<file path="config.mk">
export PLATFORM = sky130hd
export DESIGN_NAME = cookie_software_timer_bank_unit
export DESIGN_NICKNAME = d
export VERILOG_FILES = /design/src/rtl/cstb_pkg.sv /design/src/rtl/cookie_software_timer_bank_unit.sv
export VERILOG_INCLUDE_DIRS = /design/src /design/src/rtl
export SDC_FILE = /design/constraint.sdc
export NUM_CORES = 1
export LEC_CHECK = 0
export BUFFER_PORTS_ARGS = -buffer_cell sky130_fd_sc_hd__buf_2
export CAP_MARGIN = 20
export CORE_UTILIZATION = 60
export CTS_CLUSTER_SIZE = 40
export DETAILED_ROUTE_END_ITERATION = 7
export GPL_TIMING_DRIVEN = 0
export PLACE_DENSITY_LB_ADDON = 0.25
export REMOVE_ABC_BUFFERS = 1
export SLEW_MARGIN = 10
export SYNTH_ARGS = -nofsm -noshare
export SYNTH_HDL_FRONTEND = slang
export SYNTH_SLANG_ARGS = --single-unit
</file>
<file path="constraint.sdc">
create_clock -name clk -period 5.45 [get_ports clk]
set_input_delay 1.09 -clock clk [delete_from_list [all_inputs] [get_ports clk]]
set_output_delay 1.09 -clock clk [all_outputs]
set_load 0.02 [all_outputs]
</file>
<file path="src/rtl/assert_macros.svh">
// ----------------------------------------------------------------------------
// Assertion macros
// Shared concurrent assertion forms, clocked on clk and disabled in reset.
// ----------------------------------------------------------------------------
`ifndef ASSERT_MACROS_SVH
`define ASSERT_MACROS_SVH

// The consequent must hold in the same cycle as the antecedent.
`define CSTB_ASSERT_IMP(lbl, ante, cons, msg) \
	lbl: assert property (@(posedge clk) disable iff (!arst_n) (ante) |-> (cons)) \
		else $error(msg);

// The consequent must hold in the cycle after the antecedent.
`define CSTB_ASSERT_NXT(lbl, ante, cons, msg) \
	lbl: assert property (@(posedge clk) disable iff (!arst_n) (ante) |=> (cons)) \
		else $error(msg);

`endif

</file>
<file path="src/rtl/cstb_pkg.sv">
// ----------------------------------------------------------------------------
// cstb_pkg
// Types and constants of the software timer bank with expiry events.
// ----------------------------------------------------------------------------
`default_nettype none

package cstb_pkg;

	// Default number of timers in the bank.
	localparam int unsigned TIMER_COUNT_DEF = 8;

	// At most this many results are reported for one transaction.
	localparam int unsigned MAX_RESULTS = 8;
	localparam int unsigned RES_CNT_W   = $clog2(MAX_RESULTS + 1);

	// Operation codes on the input stream.
	typedef enum logic [1:0] {
		OP_START = 2'd0,
		OP_STOP  = 2'd1,
		OP_TICK  = 2'd2,
		OP_QUERY = 2'd3
	} op_t;

	// Result kinds on the output stream.
	typedef enum logic [1:0] {
		KIND_TIMEOUT   = 2'd0,
		KIND_START_ACK = 2'd1,
		KIND_QUERY     = 2'd2
	} kind_t;

	// Sequencer states.
	typedef enum logic [2:0] {
		ST_IDLE,
		ST_START_TO,
		ST_START_ACK,
		ST_QUERY,
		ST_TICK_WB,
		ST_TICK_END
	} state_t;

	// One result item.
	typedef struct packed {
		kind_t       kind;
		logic [2:0]  idx;
		logic [15:0] cookie;
		logic [15:0] remaining;
		logic        done;
		logic        last;
	} result_t;

endpackage

`default_nettype wire

</file>
<file path="src/rtl/cookie_software_timer_bank_unit.sv">
// Start, stop and query are accepted in the idle state; the first result is
// pushed from the following state once the output register is free, and the
// next transaction is taken once all results of the current one are handed to
// the output register. A tick walks the count memory one entry per cycle through
// its single read port, stalling while a new expiry meets a held one and a full
// output register. Reset clears the sequencer, the cookie counter and per-entry
// valid bits; an entry never written reads as zero, so no clearing pass is run.
// ----------------------------------------------------------------------------
// cookie_software_timer_bank_unit
// Bank of one-shot countdown timers with per-arming cookies. Counts and cookies
// live in two small synchronous memories that are read, modified and written
// back by a sequencer; results leave through a registered stream output.
// ----------------------------------------------------------------------------
`default_nettype none

`include "assert_macros.svh"

module cookie_software_timer_bank_unit #(
	parameter int unsigned TIMER_COUNT = cstb_pkg::TIMER_COUNT_DEF
) (
	input  wire logic        clk,
	input  wire logic        arst_n,
	// Input stream.
	input  wire logic        s_tvalid,
	output logic             s_tready,
	input  wire logic [23:0] s_tdata,   // [2:0] timer_index, [18:3] period, rest zero
	input  wire logic [1:0]  s_tuser,   // [1:0] op
	// Output stream.
	output logic             m_tvalid,
	input  wire logic        m_tready,
	output logic [39:0]      m_tdata,   // [2:0] timer_index_res, [18:3] cookie,
	                                    // [34:19] remaining, [35] done_res, rest zero
	output logic [1:0]       m_tuser,   // [1:0] kind
	output logic             m_tlast    // last
);

	localparam int unsigned IW = (TIMER_COUNT > 1) ? $clog2(TIMER_COUNT) : 1;
	localparam logic [IW-1:0] LAST_IDX = IW'(TIMER_COUNT - 1);
	localparam logic [cstb_pkg::RES_CNT_W-1:0] RES_MAX =
		cstb_pkg::RES_CNT_W'(cstb_pkg::MAX_RESULTS);

	// Input decode.
	cstb_pkg::op_t op_in;
	logic [2:0]    idx_in;
	logic [15:0]   period_in;
	logic          s_accept;
	logic          in_range;

	assign op_in     = cstb_pkg::op_t'(s_tuser);
	assign idx_in    = s_tdata[2:0];
	assign period_in = s_tdata[18:3];
	assign s_accept  = s_tvalid && s_tready;
	assign in_range  = (32'(idx_in) < TIMER_COUNT);

	// Memories and their valid bits.
	logic [15:0]            cnt_mem [TIMER_COUNT];
	logic [15:0]            ck_mem  [TIMER_COUNT];
	logic [TIMER_COUNT-1:0] cnt_vld_q;
	logic [TIMER_COUNT-1:0] ck_vld_q;
	logic [15:0]            cnt_rd_q;
	logic [15:0]            ck_rd_q;
	logic [IW-1:0]          rd_addr_q;

	// Control registers.
	cstb_pkg::state_t             state_q, state_d;
	logic [15:0]                  cookie_q;
	logic [15:0]                  start_ck_q;
	logic [IW-1:0]                start_idx_q;
	logic [cstb_pkg::RES_CNT_W-1:0] n_q;
	cstb_pkg::result_t            pend_q;
	logic                         pend_vld_q;
	cstb_pkg::result_t            out_q;
	logic                         out_vld_q;

	// Combinational controls.
	logic              out_free;
	logic              push;
	cstb_pkg::result_t push_res;
	logic              cnt_we, ck_we;
	logic [IW-1:0]     cnt_wa, ck_wa;
	logic [15:0]       cnt_wd, ck_wd;
	logic              rd_en;
	logic [IW-1:0]     rd_addr;
	logic              pend_load;
	cstb_pkg::result_t pend_new;
	logic              start_go;

	// Current entry as read, with never-written entries seen as zero.
	logic [15:0] cnt_cur, ck_cur, cnt_dec;
	logic        tick_hit;
	logic        tick_stall;

	assign cnt_cur    = cnt_vld_q[rd_addr_q] ? cnt_rd_q : 16'd0;
	assign ck_cur     = ck_vld_q[rd_addr_q] ? ck_rd_q : 16'd0;
	assign cnt_dec    = cnt_cur - 16'd1;
	assign tick_hit   = (cnt_cur == 16'd1) && (n_q < RES_MAX);
	assign out_free   = !out_vld_q || m_tready;
	assign tick_stall = tick_hit && pend_vld_q && !out_free;

	// Next state.
	always_comb begin
		state_d = state_q;
		unique case (state_q)
			cstb_pkg::ST_IDLE: begin
				if (s_accept) begin
					if (op_in == cstb_pkg::OP_TICK) begin
						state_d = cstb_pkg::ST_TICK_WB;
					end else if (in_range && op_in == cstb_pkg::OP_START) begin
						state_d = (period_in == 16'd0) ? cstb_pkg::ST_START_TO
							: cstb_pkg::ST_START_ACK;
					end else if (in_range && op_in == cstb_pkg::OP_QUERY) begin
						state_d = cstb_pkg::ST_QUERY;
					end
				end
			end
			cstb_pkg::ST_START_TO: begin
				if (out_free) state_d = cstb_pkg::ST_START_ACK;
			end
			cstb_pkg::ST_START_ACK, cstb_pkg::ST_QUERY: begin
				if (out_free) state_d = cstb_pkg::ST_IDLE;
			end
			cstb_pkg::ST_TICK_WB: begin
				if (!tick_stall && rd_addr_q == LAST_IDX) state_d = cstb_pkg::ST_TICK_END;
			end
			cstb_pkg::ST_TICK_END: begin
				if (!pend_vld_q || out_free) state_d = cstb_pkg::ST_IDLE;
			end
			default: state_d = cstb_pkg::ST_IDLE;
		endcase
	end

	// Outputs of the sequencer: memory accesses, result pushes and holds.
	always_comb begin
		s_tready  = 1'b0;
		push      = 1'b0;
		push_res  = '0;
		cnt_we    = 1'b0;
		cnt_wa    = '0;
		cnt_wd    = '0;
		ck_we     = 1'b0;
		ck_wa     = '0;
		ck_wd     = '0;
		rd_en     = 1'b0;
		rd_addr   = '0;
		pend_load = 1'b0;
		pend_new  = '0;
		start_go  = 1'b0;
		unique case (state_q)
			cstb_pkg::ST_IDLE: begin
				s_tready = 1'b1;
				if (s_accept) begin
					unique case (op_in)
						cstb_pkg::OP_START: begin
							if (in_range) begin
								start_go = 1'b1;
								ck_we    = 1'b1;
								ck_wa    = IW'(idx_in);
								ck_wd    = cookie_q + 16'd1;
								cnt_we   = 1'b1;
								cnt_wa   = IW'(idx_in);
								cnt_wd   = period_in;
							end
						end
						cstb_pkg::OP_STOP: begin
							if (in_range) begin
								cnt_we = 1'b1;
								cnt_wa = IW'(idx_in);
								cnt_wd = 16'd0;
							end
						end
						cstb_pkg::OP_TICK: begin
							rd_en   = 1'b1;
							rd_addr = '0;
						end
						cstb_pkg::OP_QUERY: begin
							if (in_range) begin
								rd_en   = 1'b1;
								rd_addr = IW'(idx_in);
							end
						end
						default: ;
					endcase
				end
			end
			cstb_pkg::ST_START_TO: begin
				push_res.kind   = cstb_pkg::KIND_TIMEOUT;
				push_res.idx    = 3'(start_idx_q);
				push_res.cookie = start_ck_q;
				push            = out_free;
			end
			cstb_pkg::ST_START_ACK: begin
				push_res.kind   = cstb_pkg::KIND_START_ACK;
				push_res.idx    = 3'(start_idx_q);
				push_res.cookie = start_ck_q;
				push_res.last   = 1'b1;
				push            = out_free;
			end
			cstb_pkg::ST_QUERY: begin
				push_res.kind      = cstb_pkg::KIND_QUERY;
				push_res.idx       = 3'(rd_addr_q);
				push_res.cookie    = ck_cur;
				push_res.remaining = cnt_cur;
				push_res.done      = (cnt_cur == 16'd0);
				push_res.last      = 1'b1;
				push               = out_free;
			end
			cstb_pkg::ST_TICK_WB: begin
				if (!tick_stall) begin
					cnt_we   = (cnt_cur != 16'd0);
					cnt_wa   = rd_addr_q;
					cnt_wd   = cnt_dec;
					// The next entry is read while this one is written back.
					if (rd_addr_q != LAST_IDX) begin
						rd_en   = 1'b1;
						rd_addr = rd_addr_q + IW'(1);
					end
					// A new expiry pushes out the held one, which is not the last.
					if (tick_hit) begin
						pend_load       = 1'b1;
						pend_new.kind   = cstb_pkg::KIND_TIMEOUT;
						pend_new.idx    = 3'(rd_addr_q);
						pend_new.cookie = ck_cur;
						push            = pend_vld_q;
						push_res        = pend_q;
					end
				end
			end
			cstb_pkg::ST_TICK_END: begin
				push_res      = pend_q;
				push_res.last = 1'b1;
				push          = pend_vld_q && out_free;
			end
			default: ;
		endcase
	end

	// Memory write ports.
	always_ff @(posedge clk) begin
		if (cnt_we) cnt_mem[cnt_wa] <= cnt_wd;
		if (ck_we) ck_mem[ck_wa] <= ck_wd;
	end

	// Memory read port with registered data.
	always_ff @(posedge clk) begin
		if (rd_en) begin
			cnt_rd_q  <= cnt_mem[rd_addr];
			ck_rd_q   <= ck_mem[rd_addr];
			rd_addr_q <= rd_addr;
		end
	end

	// Valid bits: an entry reads as zero until first written.
	always_ff @(posedge clk or negedge arst_n) begin
		if (!arst_n) begin
			cnt_vld_q <= '0;
			ck_vld_q  <= '0;
		end else begin
			if (cnt_we) cnt_vld_q[cnt_wa] <= 1'b1;
			if (ck_we) ck_vld_q[ck_wa] <= 1'b1;
		end
	end

	// Sequencer, cookie counter and tick bookkeeping.
	always_ff @(posedge clk or negedge arst_n) begin
		if (!arst_n) begin
			state_q    <= cstb_pkg::ST_IDLE;
			cookie_q   <= 16'd0;
			n_q        <= '0;
			pend_vld_q <= 1'b0;
		end else begin
			state_q <= state_d;
			if (start_go) cookie_q <= cookie_q + 16'd1;
			if (s_accept) begin
				n_q        <= '0;
				pend_vld_q <= 1'b0;
			end else begin
				if (pend_load) begin
					pend_vld_q <= 1'b1;
					n_q        <= n_q + cstb_pkg::RES_CNT_W'(1);
				end else if (state_q == cstb_pkg::ST_TICK_END && push) begin
					pend_vld_q <= 1'b0;
				end
			end
		end
	end

	// Payload held for start results and the held tick result.
	always_ff @(posedge clk) begin
		if (start_go) begin
			start_ck_q  <= cookie_q + 16'd1;
			start_idx_q <= IW'(idx_in);
		end
		if (pend_load) pend_q <= pend_new;
	end

	// Output register.
	always_ff @(posedge clk or negedge arst_n) begin
		if (!arst_n) begin
			out_vld_q <= 1'b0;
		end else if (push) begin
			out_vld_q <= 1'b1;
		end else if (m_tready) begin
			out_vld_q <= 1'b0;
		end
	end

	always_ff @(posedge clk) begin
		if (push) out_q <= push_res;
	end

	assign m_tvalid = out_vld_q;
	assign m_tdata  = {4'b0, out_q.done, out_q.remaining, out_q.cookie, out_q.idx};
	assign m_tuser  = out_q.kind;
	assign m_tlast  = out_q.last;

	// Conditions used by the checks.
	logic in_tick;
	logic stop_acc;

	assign in_tick  = (state_q == cstb_pkg::ST_TICK_WB) || (state_q == cstb_pkg::ST_TICK_END);
	assign stop_acc = s_accept && (op_in == cstb_pkg::OP_STOP);

	// Checks on the sequencer.
	`CSTB_ASSERT_IMP(a_push_free, push, out_free, "result pushed into a full output register")
	`CSTB_ASSERT_IMP(a_res_cap, 1'b1, n_q <= RES_MAX, "tick reported more than the cap")
	`CSTB_ASSERT_IMP(a_pend_tick, pend_vld_q, in_tick, "held tick result outside a tick walk")
	`CSTB_ASSERT_NXT(a_stop_idle, stop_acc, state_q == cstb_pkg::ST_IDLE, "stop left it busy")
	`CSTB_ASSERT_NXT(a_cookie_adv, start_go, cookie_q == $past(cookie_q) + 16'd1, "no cookie step")

endmodule

`default_nettype wire

</file>
Yosys cells after proc, flatten, opt, wreduce, memory -nomap -nowiden:

Memory sizes are Yosys's and may differ from the RTL's. A register that Yosys moved wholly into a read port is not among the register bits.
Cells that the tools add are included.
Widths: inputs -> output; s select.

* $add $sub $neg: 4
* $mul: 0
* div/mod/pow operators: 0
* magnitude comparators: 6
* equality and inequality tests: 17
* shift-type cells: 0
* muxes and demuxes: 74
* bitwise operators: 4
* reduce and logical (&&, ||, !) cells: 31

Operator list (number)
* $mux 16: 8
* $pmux 21 s5: 1
* $mux 39: 2
* $mux 3: 18
* $pmux 17 s2: 1
* $logic_not 16->1: 2
* $pmux 16 s2: 1
* $mux 1: 29
* $add 16x1->16 const B: 1
* $eq 16x1->1 const B: 1
* $or 8x8->8: 2
* $reduce_bool 16->1: 1
* $sub 16x1->16 const B: 1
* $pmux 3 s5: 1
* $lt 3x4->1 const B: 3
* $pmux 3 s2: 2
* $ne 2x2->1 const B: 5
* $eq 3x3->1 const B: 3
* $logic_and 1x1->1: 9
* $reduce_or 3->1: 3
* $mux 4: 2
* $reduce_or 2->1: 4
* $bmux 1 s3: 2
* $demux 1 s3: 2
* 21 further kinds: 32

* flip-flop bits (word level): 123
* latch bits: 0
* memory bits (writable): 256
* bits in read-only memories: 0
* bits of input ports: 30
* output and inout bits: 45
* word-level logic and storage cells: 157
* memories: 2

Memories
* ck_mem: words 8, width 16, rd ports 1, clocked after Yosys merged registers in 1, wr ports 1, RTL line cookie_software_timer_bank_unit.sv:57 `logic [15:0] ck_mem [TIMER_COUNT];`
* cnt_mem: words 8, width 16, rd ports 1, clocked after Yosys merged registers in 1, wr ports 1, RTL line cookie_software_timer_bank_unit.sv:56 `logic [15:0] cnt_mem [TIMER_COUNT];`

Longest topological paths before layout:

* word-level depth: 14
* gate-level depth with buffers: 16
* depth with buffers taken out: 13

Least setup slack after synthesis:

Ideal clock, no wire load.

* kind: flip-flop to flip-flop
* from: register rd_addr_q[0]
* to: register ck_rd_q[0], read port of ck_mem (enable)
* arrival time: 4.008 ns
* required time: 5.010 ns
* slack: 1.002 ns
* stages on the path, launching flop included: 12
* path buffers: 2
* path through: edfxtp_1 buf_6 mux4_2 mux2i_4 inv_1 nand2_1 inv_1 ha_1 nand4b_1 o21ai_0 clkbuf_1 o22ai_1

* word-level cells in the longest chain between the ends: 9
* elaborated cells between the ends (all ways): 15

Ends and longest elaborated chain
* start: declaration: RTL line cookie_software_timer_bank_unit.sv:62 `logic [IW-1:0] rd_addr_q;`
* start signal: assignment: RTL line cookie_software_timer_bank_unit.sv:248 `rd_addr_q <= rd_addr;`
* $bmux 1 s3: RTL line cookie_software_timer_bank_unit.sv:93 `assign cnt_cur = cnt_vld_q[rd_addr_q] ? cnt_rd_q : 16'd0;`
* $mux 1 (not written as such): RTL line cookie_software_timer_bank_unit.sv:93
* $mux 16: RTL line cookie_software_timer_bank_unit.sv:93
* net cnt_cur[0]: RTL line cookie_software_timer_bank_unit.sv:89 `logic [15:0] cnt_cur, ck_cur, cnt_dec;`
* $eq 16x1->1: RTL line cookie_software_timer_bank_unit.sv:96 `assign tick_hit = (cnt_cur == 16'd1) && (n_q < RES_MAX);`
* $logic_and 1x1->1: RTL line cookie_software_timer_bank_unit.sv:96
* $logic_and 1x1->1 (2 in a row): RTL line cookie_software_timer_bank_unit.sv:98 `assign tick_stall = tick_hit && pend_vld_q && !out_free;`
* $mux 1: RTL line cookie_software_timer_bank_unit.sv:208 `if (!tick_stall) begin`
* $pmux 1 s2: RTL line cookie_software_timer_bank_unit.sv:148 `unique case (state_q)`
* net rd_en: RTL line cookie_software_timer_bank_unit.sv:82 `logic rd_en;`
* end: declaration: RTL line cookie_software_timer_bank_unit.sv:61 `logic [15:0] ck_rd_q;`

The timed path passes the listed nets, and every way through them passes these cells. The select of a mux whose other input is x is not followed.
A chain may end at the register's enable or synchronous reset.

Final worst setup path:

* from: register rd_addr_q[0]
* to: register cnt_rd_q[0], read port of cnt_mem (data pin)

* word-level cells in the longest chain between the ends: 9
* elaborated cells between the ends (all ways): 15

Ends and longest elaborated chain
* $bmux 1 s3 (*): RTL line cookie_software_timer_bank_unit.sv:93
* $mux 1 (not written as such) (*): RTL line cookie_software_timer_bank_unit.sv:93
* $mux 16 (*): RTL line cookie_software_timer_bank_unit.sv:93
* net cnt_cur[0]: RTL line cookie_software_timer_bank_unit.sv:89
* $eq 16x1->1 (*): RTL line cookie_software_timer_bank_unit.sv:96
* $logic_and 1x1->1 (*): RTL line cookie_software_timer_bank_unit.sv:96
* $logic_and 1x1->1 (*) (2 in a row): RTL line cookie_software_timer_bank_unit.sv:98
* $mux 3 or $mux 1 (tied branches): RTL line cookie_software_timer_bank_unit.sv:208
* $pmux 3 s2 or $pmux 1 s2 (tied branches): RTL line cookie_software_timer_bank_unit.sv:148
* end: declaration: RTL line cookie_software_timer_bank_unit.sv:60 `logic [15:0] cnt_rd_q;`

Mark *: on every way through the listed nets, which the timed path passes. The rest lies on a longest branch. The select of a mux whose other input is x is not followed.

==> summary.md <==
| Metric | Value |
|---|---|
| Die H | `between 150 and 200 um` |
| Final Hold Fails | `0` |
| Via count | `~11000` |
| CTS tree | `done` |
| Post-route clock period utilization | `roughly 94%` |
| Final worst slack | `between 0.3 and 0.4 ns` |
| Proportion of layout cells with a drive suffix above 1 | `between 10% and 20%` |
| Most frequent cells in the layout | `368 x edfxtp_1, 249 x nand2_1, 66 x buf_2` |
| Drt drc | `0` |
| Post-synth ARST share | `10.0%` |
| Final HPWL DP | `around 24000 um` |
| Final Max Tran Viols | `0` |
| Worst path required time | `between 5 and 6 ns` |
| Post-synthesis xor/xnor area fraction | `under 10%` |
| WL final | `37800 um` |
| Critical Path AT | `about 5.4 ns` |
| Design Area, Final | `~0.020 mm2` |
| Power Total | `~10000 uW` |
| Die X | `between 150 and 200 um` |
| Postcts setup bufs | `0` |
| Maximum clock insertion buffer count | `3` |
| Initial DRC count | `1154` |
| CP endpoint kind | `register` |
| Gpl congestion | `about 0.84` |
| Fmax | `around 190 MHz` |
| Worst path cell trace | `mux4_2 -> mux2i_4 -> inv_1 -> nand2_1 -> inv_1 -> ha_1 -> nand4b_1 -> nor2_1 -> a21o_4 -> buf_16 -> inv_8 -> buf_16 -> mux2i_1 -> a32oi_1 -> and3_1` |
| Worst hold path type | `in2async` |
| Seq/Total Area, Yosys | `between 70 and 80%` |
| Top_reg_cell synth | `edfxtp_1` |
| Synthesis Warnings | `0` |
| Area grow syn2layout | `14.7%` |
| Worst setup SP type | `register` |
| CP Buf/Inv Count | `5` |
| First-pass GRT wire length | `around 58000 um` |
| Gate Count Post-Synth | `between 1000 and 1500` |
| Final setup viols | `0` |
| # nets final | `between 1000 and 1500` |
| Initial antenna violation count | `0` |
| Vias per cell | `a little over 6` |
| Worst vdd ir | `~340 uV` |
| I/O Buffers | `65` |
| Adder-Cell Fraction of Synth Area | `less than 1%` |
| Worst R2R Path Depth | `15` |
| Post-synth top area cell | `edfxtp_1` |
| Ranking of synthesized cells by area | `edfxtp_1 65%, dfrtp_1 6.0%, nand2_1 5.5%` |
| Routed Antenna Nets | `0` |
| Cell variety after synth | `between 60 and 70` |
| Placed Instance Area | `0.0181 mm2` |
| Cell family with most CP delay | `multiplexers` |
| Simple-Gate Fraction of Synth Area | `~15%` |
| Clk slew on worst S/H paths | `0.07 ns` |
| Non-Filler Instances | `around 1700` |
| Status | `complete, no violations` |
| Critical-path top delay cell | `edfxtp_1` |
| I/O Pins | `75` |
| Clock skew | `between 0.015 and 0.02 ns` |
| Pleak | `approximately 0.0069 uW` |
| Synth Area in Compound Gates | `6.26%` |
| DRT Pass-1 Iters | `6` |
| Reg-to-reg endpoint | `cnt_rd_q[0]` |
| Vias in the first global route | `approximately 10000` |
| Largest family of logic cells by synthesized area | `simple AND/OR/NAND/NOR gates` |
| H-Tree Depth | `2` |
| Worst-Margin Slew | `about 1.1 ns` |
| Grt ovf | `0` |
| Root Driver | `clkbuf_16` |
| Clk sinks | `just over 400` |
| Placeable Area | `0.0279 mm2` |
| Clk Latency, worst-skew pair | `roughly 0.54 ns` |
| GR Util All Layers | `between 20 and 30%` |
| Largest net degree at the start of global routing | `74` |
| Synthesized area | `between 0.015 and 0.02 mm2` |
| Reg2reg start | `rd_addr_q[0]` |
| Final setup TNS | `0 ns` |
| Row count | `61` |
| Worst reg2reg setup slack | `between 0.3 and 0.4 ns` |
| Max_cap viols | `0` |
| CP max FO | `73` |
| Wirelength per Cell | `about 22 um` |
| Post-synth EDFFs | `roughly 370` |
| Fin crit period | `about 5.1 ns` |
| Number of buffers created by CTS | `a little over 40` |
| DP Worst Slack | `0.274 ns` |
| Critical path class | `reg2reg` |
| Avg Cell Area, Syn | `~14 um2` |
| Mux share of post-synthesis cell area | `2.78%` |
| CP max stage delay | `between 0.6 and 0.7 ns` |
| Power Dens Cells | `~510 mW/mm2` |
| RSZ-0062 raised after global routing | `no` |
| Antenna cells | `0` |
| Max-Slew Margin vs Limit | `26.6%` |
| Dpl cells | `1650` |
| DIE AREA | `0.0291 mm2` |
| Initial core utilization | `around three fifths` |
| Commonest non-fill, non-tap cell in the layout | `edfxtp_1` |
| Share of the synthesized area in the top cell type | `64.8%` |
| #FFs+latches synth | `409` |
## cells in the mapped netlist, drive strengths merged (3+ instances only)
master    n
o21ai    25
edfxtp  368
o22ai     8
mux2i    37
and2     53
nand4    64
or2      11
dfrtp    41
nor2     61
nor2b     3
xnor2    24
a32oi    32
nand2   249
o31ai     3
nor3     14
a21oi     7
buf      37
o21a      5
a21o      6
inv      16
mux4      4
a222oi   19
clkbuf   35
a31oi     3
nand2b    7
ha        8
a32o      3
o21bai    4
xor2     14
nor4     11
nand3     9
and3     36
or3       3
## per-layer routing
layer | vias up | global-route usage [%] | routed length, um
met5 | - | 0 | 0
met4 | 0 | 13.7 | 1680
met3 | 98 | 3.79 | 2520
met2 | 442 | 43.2 | 18200
met1 | 5234 | 35.8 | 15400
li1 | 4796 | - | -
## worst register-to-register path: cells and delay by family, from the launching register on
kind	cells	cell delay [ns]
buffers and inverters	5	1.38
adders and majority gates	1	0.24
muxes	3	1.43
AOI/OAI and AO/OA	2	0.46
DFF	1	0.68
and+or+nand+nor	4	0.73
## power by group
group,leakage [uW],internal (uW),switching [uW],total (uW)
Combinational,0.00239,869,1690,2560
Clock,0.000697,1820,1150,2970
Sequential,0.00385,4080,277,4360
Total,0.00693,6770,3120,9890
## repair_timing
| item | 4_1_cts | 5_1_grt |
|---|---|---|
| gates resized for setup | 0 | 1 |
| hold buffers | 0 | 0 |
| endpoints found under the hold margin | 0 | 0 |
| setup endpoints to repair | 0 | 10 |
## sequential cells by signal (all words and copies together) (netlist names), 16 cells and up
| name | count |
|---|---|
| ck_mem | 128 |
| ck_rd_q | 16 |
| cnt_mem | 128 |
| cnt_rd_q | 16 |
| cookie_q | 16 |
| m_tdata | 36 |
| pend_q | 19 |
| start_ck_q | 16 |
## final cells by class
cell class	instances	area (um2)
Clock buffer	45	1050
Fill cell	1818	8320
Multi-Input combinational cell	751	4670
Tap cell	378	473
Sequential cell	409	12100
Inverter	16	67.6
Clock inverter	29	378
Timing Repair Buffer	97	822
## worst max-delay path by stage
stage                      start  depth (start not counted)           end
floorplan           rd_addr_q[0]                         12   ck_rd_q[15]
global placement    rd_addr_q[0]                         12   cnt_rd_q[0]
detailed placement  rd_addr_q[0]                         15   cnt_rd_q[0]
CTS                 rd_addr_q[0]                         15   cnt_rd_q[0]
global route        rd_addr_q[0]                         15  cnt_rd_q[14]
finish              rd_addr_q[0]                         15   cnt_rd_q[0]
## metrics by stage
stage / hold slack [ns] / utilization [%]
2_1_floorplan: 0.423 / -
3_3_place_gp: 0.436 / 62.8
3_5_place_dp: 0.457 / 64.9
4_1_cts: 0.471 / 70.0
5_1_grt: 0.414 / 70.1
6_report: 0.413 / 70.1
## kinds of logic (layout without fill, tap and decap cells)
group	after synthesis	count (layout)
XOR/XNOR	38	38
flip-flops	409	409
buffers and inverters	88	187
multiplexers	41	41
other	1	4
adder cells (fa/ha/maj)	8	8
AO/OA/AOI/OAI	131	131
AND/OR/NAND/NOR	529	529
(Power assumes the default switching activity.)
